[src/sv/dof_pkg.sv]
// dof_pkg: shared types, register indexes and defaults for the delimiter occurrence finder
// no dependencies; imported by every module of the block
package dof_pkg;

	localparam int DEF_MAX_DELIMITER_BYTES = 8;
	localparam int DEF_MAX_FRAME_BYTES     = 65535;

	localparam int DELIM_W = 64;
	localparam int LEN_W   = 4;
	localparam int OCC_W   = 8;
	localparam int MODE_W  = 2;
	localparam int POS_W   = 16;
	localparam int OUT_W   = 24;

	localparam logic [1:0] REG_DELIM_BYTES = 2'd0;
	localparam logic [1:0] REG_DELIM_LEN   = 2'd1;
	localparam logic [1:0] REG_OCC_NUM     = 2'd2;
	localparam logic [1:0] REG_MODE        = 2'd3;

	localparam logic [MODE_W-1:0] MODE_NTH_START = 2'd0;
	localparam logic [MODE_W-1:0] MODE_FIRST_END = 2'd1;
	localparam logic [MODE_W-1:0] MODE_LAST_END  = 2'd2;

	typedef struct packed {
		logic [DELIM_W-1:0] delim_bytes;
		logic [LEN_W-1:0]   delim_nbytes;
		logic [OCC_W-1:0]   occ_num;
		logic [MODE_W-1:0]  mode;
	} cfg_t;

	typedef struct packed {
		logic             overflow;
		logic [POS_W-1:0] position;
		logic             found;
	} result_t;

endpackage

[src/sv/dof_search_core.sv]
// dof_search_core: frame state, sliding window compare and occurrence bookkeeping
// depends on dof_pkg; steps once per byte handed over by the top level
module dof_search_core import dof_pkg::*; #(
	parameter int MAX_DELIMITER_BYTES = DEF_MAX_DELIMITER_BYTES,
	parameter int MAX_FRAME_BYTES     = DEF_MAX_FRAME_BYTES
) (
	input  logic       clk,
	input  logic       arst_n,
	input  logic       step,
	input  logic [7:0] data_byte,
	input  logic       frame_end,
	input  cfg_t       cfg,
	output result_t    res
);

	localparam int WIN_W  = 8 * MAX_DELIMITER_BYTES;
	localparam int FILL_W = $clog2(MAX_DELIMITER_BYTES + 1);
	localparam logic [FILL_W-1:0] FILL_MAX = FILL_W'(MAX_DELIMITER_BYTES);
	localparam logic [LEN_W-1:0]  LEN_MAX  = LEN_W'(MAX_DELIMITER_BYTES);
	localparam logic [POS_W-1:0]  FRAME_MAX = POS_W'(MAX_FRAME_BYTES);

	logic [WIN_W-1:0]  window_q, window_d;
	logic [FILL_W-1:0] fill_q, fill_d;
	logic [POS_W-1:0]  byte_idx_q, byte_idx_d;
	logic [OCC_W-1:0]  matches_q, matches_d;
	logic [POS_W-1:0]  held_pos_q, held_pos_d;
	logic              held_found_q, held_found_d;
	logic              sat_q, sat_d;

	logic [LEN_W-1:0]  len;
	logic [POS_W-1:0]  idx_p1;
	logic [MAX_DELIMITER_BYTES-1:0] byte_hit;
	logic              match;

	always_comb begin
		if (cfg.delim_nbytes == '0) begin
			len = LEN_W'(1);
		end else if (cfg.delim_nbytes > LEN_MAX) begin
			len = LEN_MAX;
		end else begin
			len = cfg.delim_nbytes;
		end
	end

	assign window_d = WIN_W'({window_q, data_byte});
	assign fill_d   = (fill_q == FILL_MAX) ? fill_q : fill_q + FILL_W'(1);
	assign idx_p1   = byte_idx_q + POS_W'(1);

	always_comb begin
		for (int k = 0; k < MAX_DELIMITER_BYTES; k++) begin
			byte_hit[k] = (LEN_W'(k) >= len) ||
				(window_d[8*k +: 8] == cfg.delim_bytes[8*k +: 8]);
		end
	end

	assign match = (&byte_hit) && (LEN_W'(fill_d) >= len);

	always_comb begin
		matches_d    = matches_q;
		held_pos_d   = held_pos_q;
		held_found_d = held_found_q;
		sat_d        = sat_q;
		byte_idx_d   = byte_idx_q;
		if (byte_idx_q >= FRAME_MAX) begin
			sat_d = 1'b1;
		end else begin
			byte_idx_d = idx_p1;
			if (match) begin
				unique case (cfg.mode)
					MODE_NTH_START: begin
						if (!held_found_q) begin
							matches_d = (matches_q == '1) ? matches_q : matches_q + OCC_W'(1);
							if (cfg.occ_num != '0 && matches_d == cfg.occ_num) begin
								held_found_d = 1'b1;
								held_pos_d   = idx_p1 - POS_W'(len);
							end
						end
					end
					MODE_FIRST_END: begin
						if (!held_found_q) begin
							held_found_d = 1'b1;
							held_pos_d   = idx_p1;
						end
					end
					MODE_LAST_END: begin
						held_found_d = 1'b1;
						held_pos_d   = idx_p1;
					end
					default: begin
					end
				endcase
			end
		end
	end

	always_comb begin
		res.found    = held_found_d;
		res.position = held_found_d ? held_pos_d : '0;
		res.overflow = sat_d;
	end

	always_ff @(posedge clk or negedge arst_n) begin
		if (!arst_n) begin
			window_q     <= '0;
			fill_q       <= '0;
			byte_idx_q   <= '0;
			matches_q    <= '0;
			held_pos_q   <= '0;
			held_found_q <= 1'b0;
			sat_q        <= 1'b0;
		end else if (step) begin
			if (frame_end) begin
				window_q     <= '0;
				fill_q       <= '0;
				byte_idx_q   <= '0;
				matches_q    <= '0;
				held_pos_q   <= '0;
				held_found_q <= 1'b0;
				sat_q        <= 1'b0;
			end else begin
				window_q     <= byte_idx_q >= FRAME_MAX ? window_q : window_d;
				fill_q       <= byte_idx_q >= FRAME_MAX ? fill_q : fill_d;
				byte_idx_q   <= byte_idx_d;
				matches_q    <= matches_d;
				held_pos_q   <= held_pos_d;
				held_found_q <= held_found_d;
				sat_q        <= sat_d;
			end
		end
	end

endmodule

[src/sv/dof_out_stage.sv]
// dof_out_stage: result register driving the master-side stream
// depends on dof_pkg; loaded by the top level at each frame end
module dof_out_stage import dof_pkg::*; (
	input  logic             clk,
	input  logic             arst_n,
	input  logic             load,
	input  result_t          res,
	output logic             free,
	output logic             m_tvalid,
	input  logic             m_tready,
	output logic [OUT_W-1:0] m_tdata
);

	logic    valid_q;
	result_t res_q;

	assign free     = !valid_q || m_tready;
	assign m_tvalid = valid_q;
	assign m_tdata  = OUT_W'(res_q);

	always_ff @(posedge clk or negedge arst_n) begin
		if (!arst_n) begin
			valid_q <= 1'b0;
		end else if (load) begin
			valid_q <= 1'b1;
		end else if (m_tready) begin
			valid_q <= 1'b0;
		end
	end

	always_ff @(posedge clk) begin
		if (load) begin
			res_q <= res;
		end
	end

endmodule

[src/sv/delimiter_occurrence_finder_unit.sv]
// delimiter_occurrence_finder_unit: top level with input register, config registers and stages
// depends on dof_pkg, dof_search_core and dof_out_stage
//
// Searches a frame of bytes, one byte per item on the slave stream with tlast on the final byte,
// for overlapping occurrences of a 1 to MAX_DELIMITER_BYTES byte delimiter. One result item
// leaves per frame: found flag, position (nth start index, first end offset or last end offset
// per search_mode) and an overflow flag for frames beyond MAX_FRAME_BYTES. Each byte is held in
// the input register and matched from there; a new byte is taken every cycle unless input stalls,
// and a frame's result goes from the input register through the result register to the master
// stream. Only a held result that is not taken stalls input, and only at the next frame end.
// Configuration writes are always ready and act on bytes matched after the write.
module delimiter_occurrence_finder_unit import dof_pkg::*; #(
	parameter int MAX_DELIMITER_BYTES = DEF_MAX_DELIMITER_BYTES,
	parameter int MAX_FRAME_BYTES     = DEF_MAX_FRAME_BYTES
) (
	input  logic               clk,
	input  logic               arst_n,
	input  logic               s_tvalid,
	output logic               s_tready,
	input  logic [7:0]         s_tdata,   // data_byte
	input  logic               s_tlast,   // frame_end
	output logic               m_tvalid,
	input  logic               m_tready,
	output logic [OUT_W-1:0]   m_tdata,   // found, position[15:0], overflow, zero fill
	input  logic               cfg_valid,
	output logic               cfg_ready,
	input  logic [1:0]         cfg_index,
	input  logic [DELIM_W-1:0] cfg_data
);

	cfg_t       cfg_q;
	logic       in_valid_s1;
	logic [7:0] in_byte_s1;
	logic       in_last_s1;
	logic       step;
	logic       out_free;
	result_t    res;

	assign cfg_ready = 1'b1;

	always_ff @(posedge clk or negedge arst_n) begin
		if (!arst_n) begin
			cfg_q.delim_bytes  <= '0;
			cfg_q.delim_nbytes <= LEN_W'(1);
			cfg_q.occ_num      <= OCC_W'(1);
			cfg_q.mode         <= MODE_NTH_START;
		end else if (cfg_valid) begin
			unique case (cfg_index)
				REG_DELIM_BYTES: cfg_q.delim_bytes  <= cfg_data;
				REG_DELIM_LEN:   cfg_q.delim_nbytes <= cfg_data[LEN_W-1:0];
				REG_OCC_NUM:     cfg_q.occ_num      <= cfg_data[OCC_W-1:0];
				REG_MODE:        cfg_q.mode         <= cfg_data[MODE_W-1:0];
				default: begin
				end
			endcase
		end
	end

	assign step     = in_valid_s1 && (!in_last_s1 || out_free);
	assign s_tready = !in_valid_s1 || step;

	always_ff @(posedge clk or negedge arst_n) begin
		if (!arst_n) begin
			in_valid_s1 <= 1'b0;
		end else if (s_tready) begin
			in_valid_s1 <= s_tvalid;
		end
	end

	always_ff @(posedge clk) begin
		if (s_tready && s_tvalid) begin
			in_byte_s1 <= s_tdata;
			in_last_s1 <= s_tlast;
		end
	end

	dof_search_core #(
		.MAX_DELIMITER_BYTES(MAX_DELIMITER_BYTES),
		.MAX_FRAME_BYTES    (MAX_FRAME_BYTES)
	) u_core (
		.clk      (clk),
		.arst_n   (arst_n),
		.step     (step),
		.data_byte(in_byte_s1),
		.frame_end(in_last_s1),
		.cfg      (cfg_q),
		.res      (res)
	);

	dof_out_stage u_out (
		.clk     (clk),
		.arst_n  (arst_n),
		.load    (step && in_last_s1),
		.res     (res),
		.free    (out_free),
		.m_tvalid(m_tvalid),
		.m_tready(m_tready),
		.m_tdata (m_tdata)
	);

endmodule

[config.mk]
export PLATFORM = sky130hd
export DESIGN_NAME = delimiter_occurrence_finder_unit
export DESIGN_NICKNAME = d
export VERILOG_FILES = /design/src/sv/dof_pkg.sv /design/src/sv/dof_search_core.sv /design/src/sv/dof_out_stage.sv /design/src/sv/delimiter_occurrence_finder_unit.sv
export SDC_FILE = /design/constraint.sdc
export NUM_CORES = 1
export LEC_CHECK = 0
export BUFFER_PORTS_ARGS = -buffer_cell sky130_fd_sc_hd__buf_2
export CAP_MARGIN = 20
export CELL_PAD_IN_SITES_DETAIL_PLACEMENT = 1
export CELL_PAD_IN_SITES_GLOBAL_PLACEMENT = 1
export CORE_MARGIN = 2
export CORE_UTILIZATION = 43
export CTS_CLUSTER_SIZE = 24
export DETAILED_ROUTE_END_ITERATION = 6
export HOLD_SLACK_MARGIN = 0.15
export PLACE_DENSITY = 0.8
export SLEW_MARGIN = 20
export SYNTH_ARGS = -nofsm -noshare
export SYNTH_HDL_FRONTEND = slang
export SYNTH_SLANG_ARGS = --single-unit
[constraint.sdc]
create_clock -name clk -period 2.94 [get_ports clk]
set_input_delay 0.294 -clock clk [delete_from_list [all_inputs] [get_ports clk]]
set_output_delay 0.294 -clock clk [all_outputs]
set_load 0.02 [all_outputs]
==> impl_metrics.py, run 1 <==
metrics = {
    "cts": {
        "h-tree-depth": 1,
        "root_buffer": "clkbuf_16",
        "cts.path.max_buffers": 3,
        "cts_made_buffers": 23,
        "cts.sinks": 209,
        "clkTransAtPathRegs_ns": 0.06,
        "cts_tree": "built",
        "insertion_delay_ns": 0.55,
    },
    "setup_path": {
        "startpoint_type": "flop",
        "cp.arrival_ns": 3.65,
        "cp.required_ns": 3.21,
        "endpoint_kind": "flop",
        "critPathTopFamily": "compound AO/OA/AOI/OAI gates",
        "critPathKind": "reg -> reg",
        "path_buf_inv": 3,
        "slowest_delay_ns": 0.42,
        "crit_slowest_cell": "dfrtp_1",
        "crit_fanout": 5,
        "path_cells": "inv_2 > ha_4 > nand2_4 > nor2_4 > xnor2_2 > ha_1 > nand2b_4 > a211oi_2 > o21bai_2 > nand3_2 > a2111oi_4 > buf_4 > buf_6 > nand2_2 > a22oi_2 > a21oi_1",
    },
    "synth": {
        "ys_types": 76,
        "post-synth-top-count-cell": "dfrtp_1",
        "syn_area_sq_um": 10620,
        "synth_top_area_cell": "dfrtp_1",
        "async_flop_share": 0.8708,
        "ys_top_cells_by_count": "180 x dfrtp_1, 78 x mux2_2, 64 x a22o_1, 64 x xor2_1, 60 x nand2_1",
        "yosysWarnings": 0,
        "yosysTopAreaCellShare": 0.4243,
        "synth_seq_area_share": 0.5056,
        "synth-edff-count": 27,
        "ys_ff_latch": 209,
        "synthCells": 941,
        "avgSynthCellArea_sq_um": 11.28,
        "synthFlopType": "dfrtp_1",
        "synth_area_leaders": "dfrtp_1 42%, mux2_2 8.3%, edfxtp_1 7.6%",
    },
    "sta": {
        "hold_viol_final": 0,
        "slew_violations": 0,
        "finClkSkew_ns": 0.01824,
        "max_freq_mhz": 295.9,
        "setup_violations": 42,
        "worst_slack_ns": -0.4397,
        "worstMarginPinSlew_ns": 0.8662,
        "holdWs_ns": 0.2991,
        "relSlewSlack": 0.4225,
        "final.setup.tns_ns": -12.33,
        "fin_crit_ns": 3.380,
        "rsz0062_at_grt": "true",
        "fin_crit_sh": 1.150,
    },
    "power_and_ir_drop": {
        "p_seq_frac": 0.392,
        "p_comb_frac": 0.248,
        "p_switching_mw": 2.862,
        "p_int_mw": 6.176,
        "power.density_nw_per_um2": 606.2,
        "p_sw_frac": 0.3167,
        "clkPwrFrac": 0.360,
        "peakVddDrop_mv": 0.5808,
        "power.total_mw": 9.038,
        "cellLeakagePower_nw": 6.517,
    },
    "hold_path": {
        "hp-class": "in -> reg",
    },
    "layout": {
        "drive_above_1_share": 0.4051,
        "antenna_cells": 0,
        "finalInstanceArea_sq_um": 14910,
        "syn_to_final_growth_pct": 40.44,
        "fillers": 2492,
        "final_core_util": 0.6149,
        "final-instance-count-excl-fill": 1588,
        "fin_nets": 1345,
    },
    "grt": {
        "grt_max_degree": 84,
        "grt_pass1_wl_mm": 60.80,
        "grt_use_total": 0.3006,
        "grt_pass1_vias": 10512,
        "grt_remaining_overflow": 0,
        "antenna_found_initial": 0,
    },
    "detailed_routing": {
        "wl_mm": 43.63,
        "drt-vias-per-instance": 6.188,
        "antenna_left": 0,
        "drc": 0,
        "wire_per_inst_um": 27.48,
        "vias": 9826,
        "drtIter0Drc": 852,
        "drt_first_pass_iters": 5,
    },
    "floorplanning": {
        "ios": 107,
        "initial_core_util": 0.4378,
        "die_h_um": 161.1,
        "die_area_sq_um": 25960,
        "core-area_sq_um": 24250,
        "die_w_um": 161.1,
        "row_count": 57,
    },
    "place": {
        "dpl.cell_count": 1442,
        "detailed_place_hpwl_mm": 22.66,
        "place_congestion": 0.8837,
        "portBuffers": 99,
        "preCtsSetupSlack_ns": -0.1866,
        "placed_cell_area_sq_um": 12380,
    },
    "outcome": {
        "status": "finished with violations",
        "failed_checks": "negative setup slack",
    },
    "run": {
        "cap_violations": 0,
    },
}
worst paths after layout:
kind                                   from  slack, ns  depth (start not counted)               endpoint
max in group asynchronous            arst_n       1.71                          3  u_core.held_pos_q[11]
setup / recovery           u_core.fill_q[0]      -0.44                         16      u_out.m_tdata[10]
hold / removal                 cfg_index[0]       0.30                          3               cfg_q[1]
min in group asynchronous            arst_n       0.41                          2              cfg_q[45]
hold reg to reg                u_core.sat_q       0.52                          2           u_core.sat_q
setup reg to reg           u_core.fill_q[0]      -0.44                         16      u_out.m_tdata[10]
worst min-delay path: stages:
cell,delay (ns)
buf_2,0.13
nand3_1,0.18
mux2_2,0.20
cell type report:
class                           count  area [sq um]  share of cell area
Clock inverter                     16         221.5             0.01485
Multi-Input combinational cell    656          5638              0.3781
Tap cell                          324         405.4             0.02719
Clock buffer                       26         596.8             0.04003
Sequential cell                   209          5376              0.3606
Inverter                           22         85.08            0.005707
Timing Repair Buffer              335          2586              0.1735
layout by cell type (no fill, tap or decap), drive strengths merged, types with 12 or more instances in the layout:
master       Yosys  routed
xnor2           27      27
and3            12      12
clkbuf          37      26
nand4           12      12
ha              17      17
mux2            78      78
nor2            29      29
inv             22      23
xor2            64      64
nand2           60      60
edfxtp          27      27
buf             22     258
dfrtp          180     180
nor4            19      19
a22o            64      64
o21ai           46      46
a21oi           35      35
a211oi          12      12
dlygate4sd3      0      77
nand3           28      28
timing repair:
item / CTS / global route
hold buffers: 77 / 0
pin swaps: 28 / 45
setup endpoints to repair: 41 / 44
buffers inserted: 7 / 20
endpoints found under the hold margin: 165 / 0
cloned: 1 / 0
gates resized for setup: 71 / 102
cells by family (layout without fill, tap and decap cells):
kind of cell,Yosys count,in the layout,synth area share
multiplexers,83,83,0.08745
AO/OA/AOI/OAI,239,239,0.1663
adder cells (fa/ha/maj),18,18,0.02192
XOR/XNOR,91,91,0.07507
other,2,7,0.0007074
AND/OR/NAND/NOR,218,218,0.1094
buffers and inverters,81,399,0.03359
flip-flops,209,209,0.5056
power by group through the flow:
stage | registers (mW) | clock network [mW] | logic (mW)
2_1_floorplan | 3.48 | 0 | 0.953
3_3_place_gp | 3.52 | 0 | 1.53
3_5_place_dp | 3.55 | 0 | 1.61
4_1_cts | 3.50 | 3.21 | 1.83
5_1_grt | 3.57 | 3.37 | 2.34
6_report | 3.55 | 3.25 | 2.24
per-layer routing:
metal	track usage	share of wire	up-vias
met1	0.3493	0.37	4989
met4	0.1477	0.062	2
li1	-	-	4078
met2	0.5458	0.51	556
met5	0	0.00025	-
met3	0.04083	0.062	201
state kept, by name (all words and copies together), names as in the netlist, 4 cells and up:
| name | count |
|---|---|
| u_core.byte_idx_q | 16 |
| in_byte_s1 | 8 |
| u_core.held_pos_q | 16 |
| u_core.fill_q | 4 |
| u_core.window_q | 56 |
| u_core.matches_q | 8 |
| u_out.m_tdata | 18 |
| cfg_q | 78 |
No activity file was read; power rests on OpenSTA's default activity.
==> inputs of run 2 (changes only) <==
- CORE_UTILIZATION: 43 -> 45
- CTS_BUF_LIST: default -> sky130_fd_sc_hd__clkbuf_8
- PLACE_DENSITY: 0.8 -> 0.83
- SYNTH_HIERARCHICAL: default -> 1
==> impl_metrics.py, run 2 <==
metrics = {
    "synth": {
        "ys_types": 77,
        "yosysTopAreaCellShare": 0.4110,
        "muxShareOfSynthArea": 0.1054,
        "post-synth-top-count-cell": "dfrtp_1",
        "synth_top_area_cell": "dfrtp_1",
        "ys_ff_latch": 209,
        "ys_top_cells_by_count": "180 x dfrtp_1, 70 x a22o_1, 61 x xnor2_1, 60 x mux2_4, 57 x nand2_1",
        "avgSynthCellArea_sq_um": 11.54,
        "yosys.area_share.simple": 0.1118,
        "synthCells": 950,
        "synth_top_family_by_area": "compound AO/OA/AOI/OAI gates",
        "synth-xor-area-share": 0.07592,
        "synthFlopType": "dfrtp_1",
        "yosysWarnings": 6,
        "synth_area_leaders": "dfrtp_1 41%, mux2_4 8.2%, edfxtp_1 7.4%",
        "syn_area_sq_um": 10960,
        "async_flop_share": 0.8708,
        "synth_compound_area_frac": 0.1518,
        "synth_seq_area_share": 0.4898,
        "synth_fa_ha_area_frac": 0.02124,
        "synth-edff-count": 27,
    },
    "grt": {
        "grt_remaining_overflow": 0,
        "grt_pass1_wl_mm": 65.63,
        "grt_max_degree": 62,
        "grt_use_total": 0.3328,
        "grt_pass1_vias": 10915,
        "antenna_found_initial": 1,
    },
    "layout": {
        "largest_reg_flops": 78,
        "mostFrequentLayoutCells": "178 x dfrtp_1, 141 x buf_4, 98 x buf_2",
        "final_common_cell": "dfrtp_1",
        "syn_to_final_growth_pct": 38.49,
        "final_core_util": 0.6296,
        "fillers": 2486,
        "drive_above_1_share": 0.4034,
        "top_register": "cfg_q",
        "fin_nets": 1369,
        "final-instance-count-excl-fill": 1624,
    },
    "floorplanning": {
        "die_w_um": 160.1,
        "ios": 107,
        "core-area_sq_um": 24110,
        "die_area_sq_um": 25620,
        "initial_core_util": 0.4546,
        "die_h_um": 160.1,
        "row_count": 57,
    },
    "place": {
        "dpl.cell_count": 1450,
        "portBuffers": 99,
        "detailed_place_hpwl_mm": 24.95,
        "preCtsSetupSlack_ns": -0.3792,
        "place_congestion": 0.9156,
    },
    "setup_path": {
        "path_cells": "nor2_2 > nor2_2 > nor2_2 > ha_2 > inv_2 > fa_2 > a21o_1 > a21o_1 > nor4_4 > buf_4 > nand3_2 > or4_4 > a211oi_2 > a31oi_2 > o21ai_1",
        "slowest_delay_ns": 0.44,
        "startpoint_type": "flop",
        "crit_fanout": 2,
        "crit_slowest_cell": "dfrtp_1",
        "endpoint_kind": "flop",
        "critPathKind": "reg -> reg",
        "crit_top_cell": "nor2_2",
        "cp.required_ns": 3.43,
        "cp.arrival_ns": 4.12,
    },
    "cts": {
        "cts.path.max_buffers": 3,
        "h-tree-depth": 2,
        "root_buffer": "clkbuf_8",
        "cts_tree": "built",
        "cts_made_buffers": 37,
        "cts.sinks": 209,
        "insertion_delay_ns": 0.62,
        "clkTransAtPathRegs_ns": 0.07,
    },
    "detailed_routing": {
        "drc": 0,
        "wl_mm": 47.89,
        "vias": 10319,
        "met1_length_mm": 16.78,
        "antenna_left": 0,
        "drt_first_pass_iters": 6,
        "drt-vias-per-instance": 6.354,
        "top_layer": "met4",
        "wl_met3_mm": 3.837,
        "wire_per_inst_um": 29.49,
        "drtIter0Drc": 1012,
        "met2_length_mm": 23.56,
    },
    "sta": {
        "setup_violations": 42,
        "hold_viol_final": 0,
        "fin_crit_sh": 1.232,
        "relSlewSlack": 0.3665,
        "fin_crit_ns": 3.621,
        "finClkSkew_ns": 0.05220,
        "holdWs_ns": 0.1984,
        "rsz0062_at_grt": "true",
        "worst_slack_ns": -0.6809,
        "max_freq_mhz": 276.2,
        "slew_violations": 0,
        "worstMarginPinSlew_ns": 0.9493,
    },
    "outcome": {
        "status": "finished with violations",
        "failed_checks": "negative setup slack",
    },
    "hold_path": {
        "hp-class": "in -> reg",
    },
    "power_and_ir_drop": {
        "peakVddDrop_mv": 0.3559,
        "cellLeakagePower_nw": 6.684,
        "power.density_nw_per_um2": 591.0,
    },
    "run": {
        "cap_violations": 0,
    },
}
==> run 2: power by group <==
group	switching [mW]	leakage (nW)	internal [mW]	total (mW)
combinational	1.31	3.64	1.23	2.53
clock	1.47	0.437	1.39	2.86
sequential	0.353	2.61	3.23	3.58
total	3.13	6.68	5.84	8.97
==> run 2: through the flow <==
| stage | instance area [sq um] | total power, mW | setup TNS, ns |
|---|---|---|---|
| after CTS | 14530 | 8.303 | -7.099 |
| final | 15180 | 8.969 | -15.93 |
| after global placement | 12640 | 5.279 | -4.731 |
| after floorplan | 11040 | 4.578 | -0.7631 |
| after global routing | 15180 | 9.200 | -20.47 |
| after detailed placement | 12640 | 5.392 | -12.62 |
==> run 2: kinds of logic after synthesis <==
kind of cell / Yosys count
XOR/XNOR: 95
adder cells (fa/ha/maj): 18
flip-flops: 209
other: 2
multiplexers: 83
AO/OA/AOI/OAI: 232
AND/OR/NAND/NOR: 227
buffers and inverters: 84
==> run 2: layout make-up <==
type	instances	area [sq um]	area share
Sequential cell	209	5370	0.3538
Clock inverter	23	130.1	0.008574
Inverter	20	75.07	0.004946
Timing Repair Buffer	341	2694	0.1775
Tap cell	324	405.4	0.02671
Multi-Input combinational cell	662	5894	0.3884
Clock buffer	44	605.6	0.03990
Antenna cell	1	2.502	0.0001649
==> run 2: final timing paths <==
kind | cells after the start | startpoint | slack [ns] | end
setup / recovery | 15 | cfg_q[12] | -0.68 | u_core/held_pos_q[6]
hold / removal | 3 | cfg_valid | 0.20 | cfg_q[1]
setup reg to reg | 15 | cfg_q[12] | -0.68 | u_core/held_pos_q[6]
hold reg to reg | 2 | u_core/held_pos_q[7] | 0.51 | u_core/held_pos_q[7]
max in group asynchronous | 3 | arst_n | 1.87 | cfg_q[2]
min in group asynchronous | 2 | arst_n | 0.24 | u_core/held_pos_q[7]
==> run 2: worst max-delay path: cells and delay by family (launching register included) <==
family / cells / cell delay (ns)
AO/OA/AOI/OAI: 5 / 1.21
AND/OR/NAND/NOR: 6 / 1.11
adder cells (fa/ha/maj): 2 / 0.56
flip-flops: 1 / 0.44
buffers and inverters: 2 / 0.21
==> run 2: repair_timing <==
item	4_1_cts	5_1_grt
endpoints found under the hold margin	145	0
pin swaps	28	53
buffers inserted	9	18
cloned	1	1
setup endpoints to repair	42	94
hold buffers	76	0
gates resized for setup	74	98
==> run 2: per-layer routing <==
layer,vias up,GRT usage
met5,-,0
met2,707,0.5815
met1,5149,0.3822
met3,321,0.06883
li1,4142,-
met4,0,0.1839
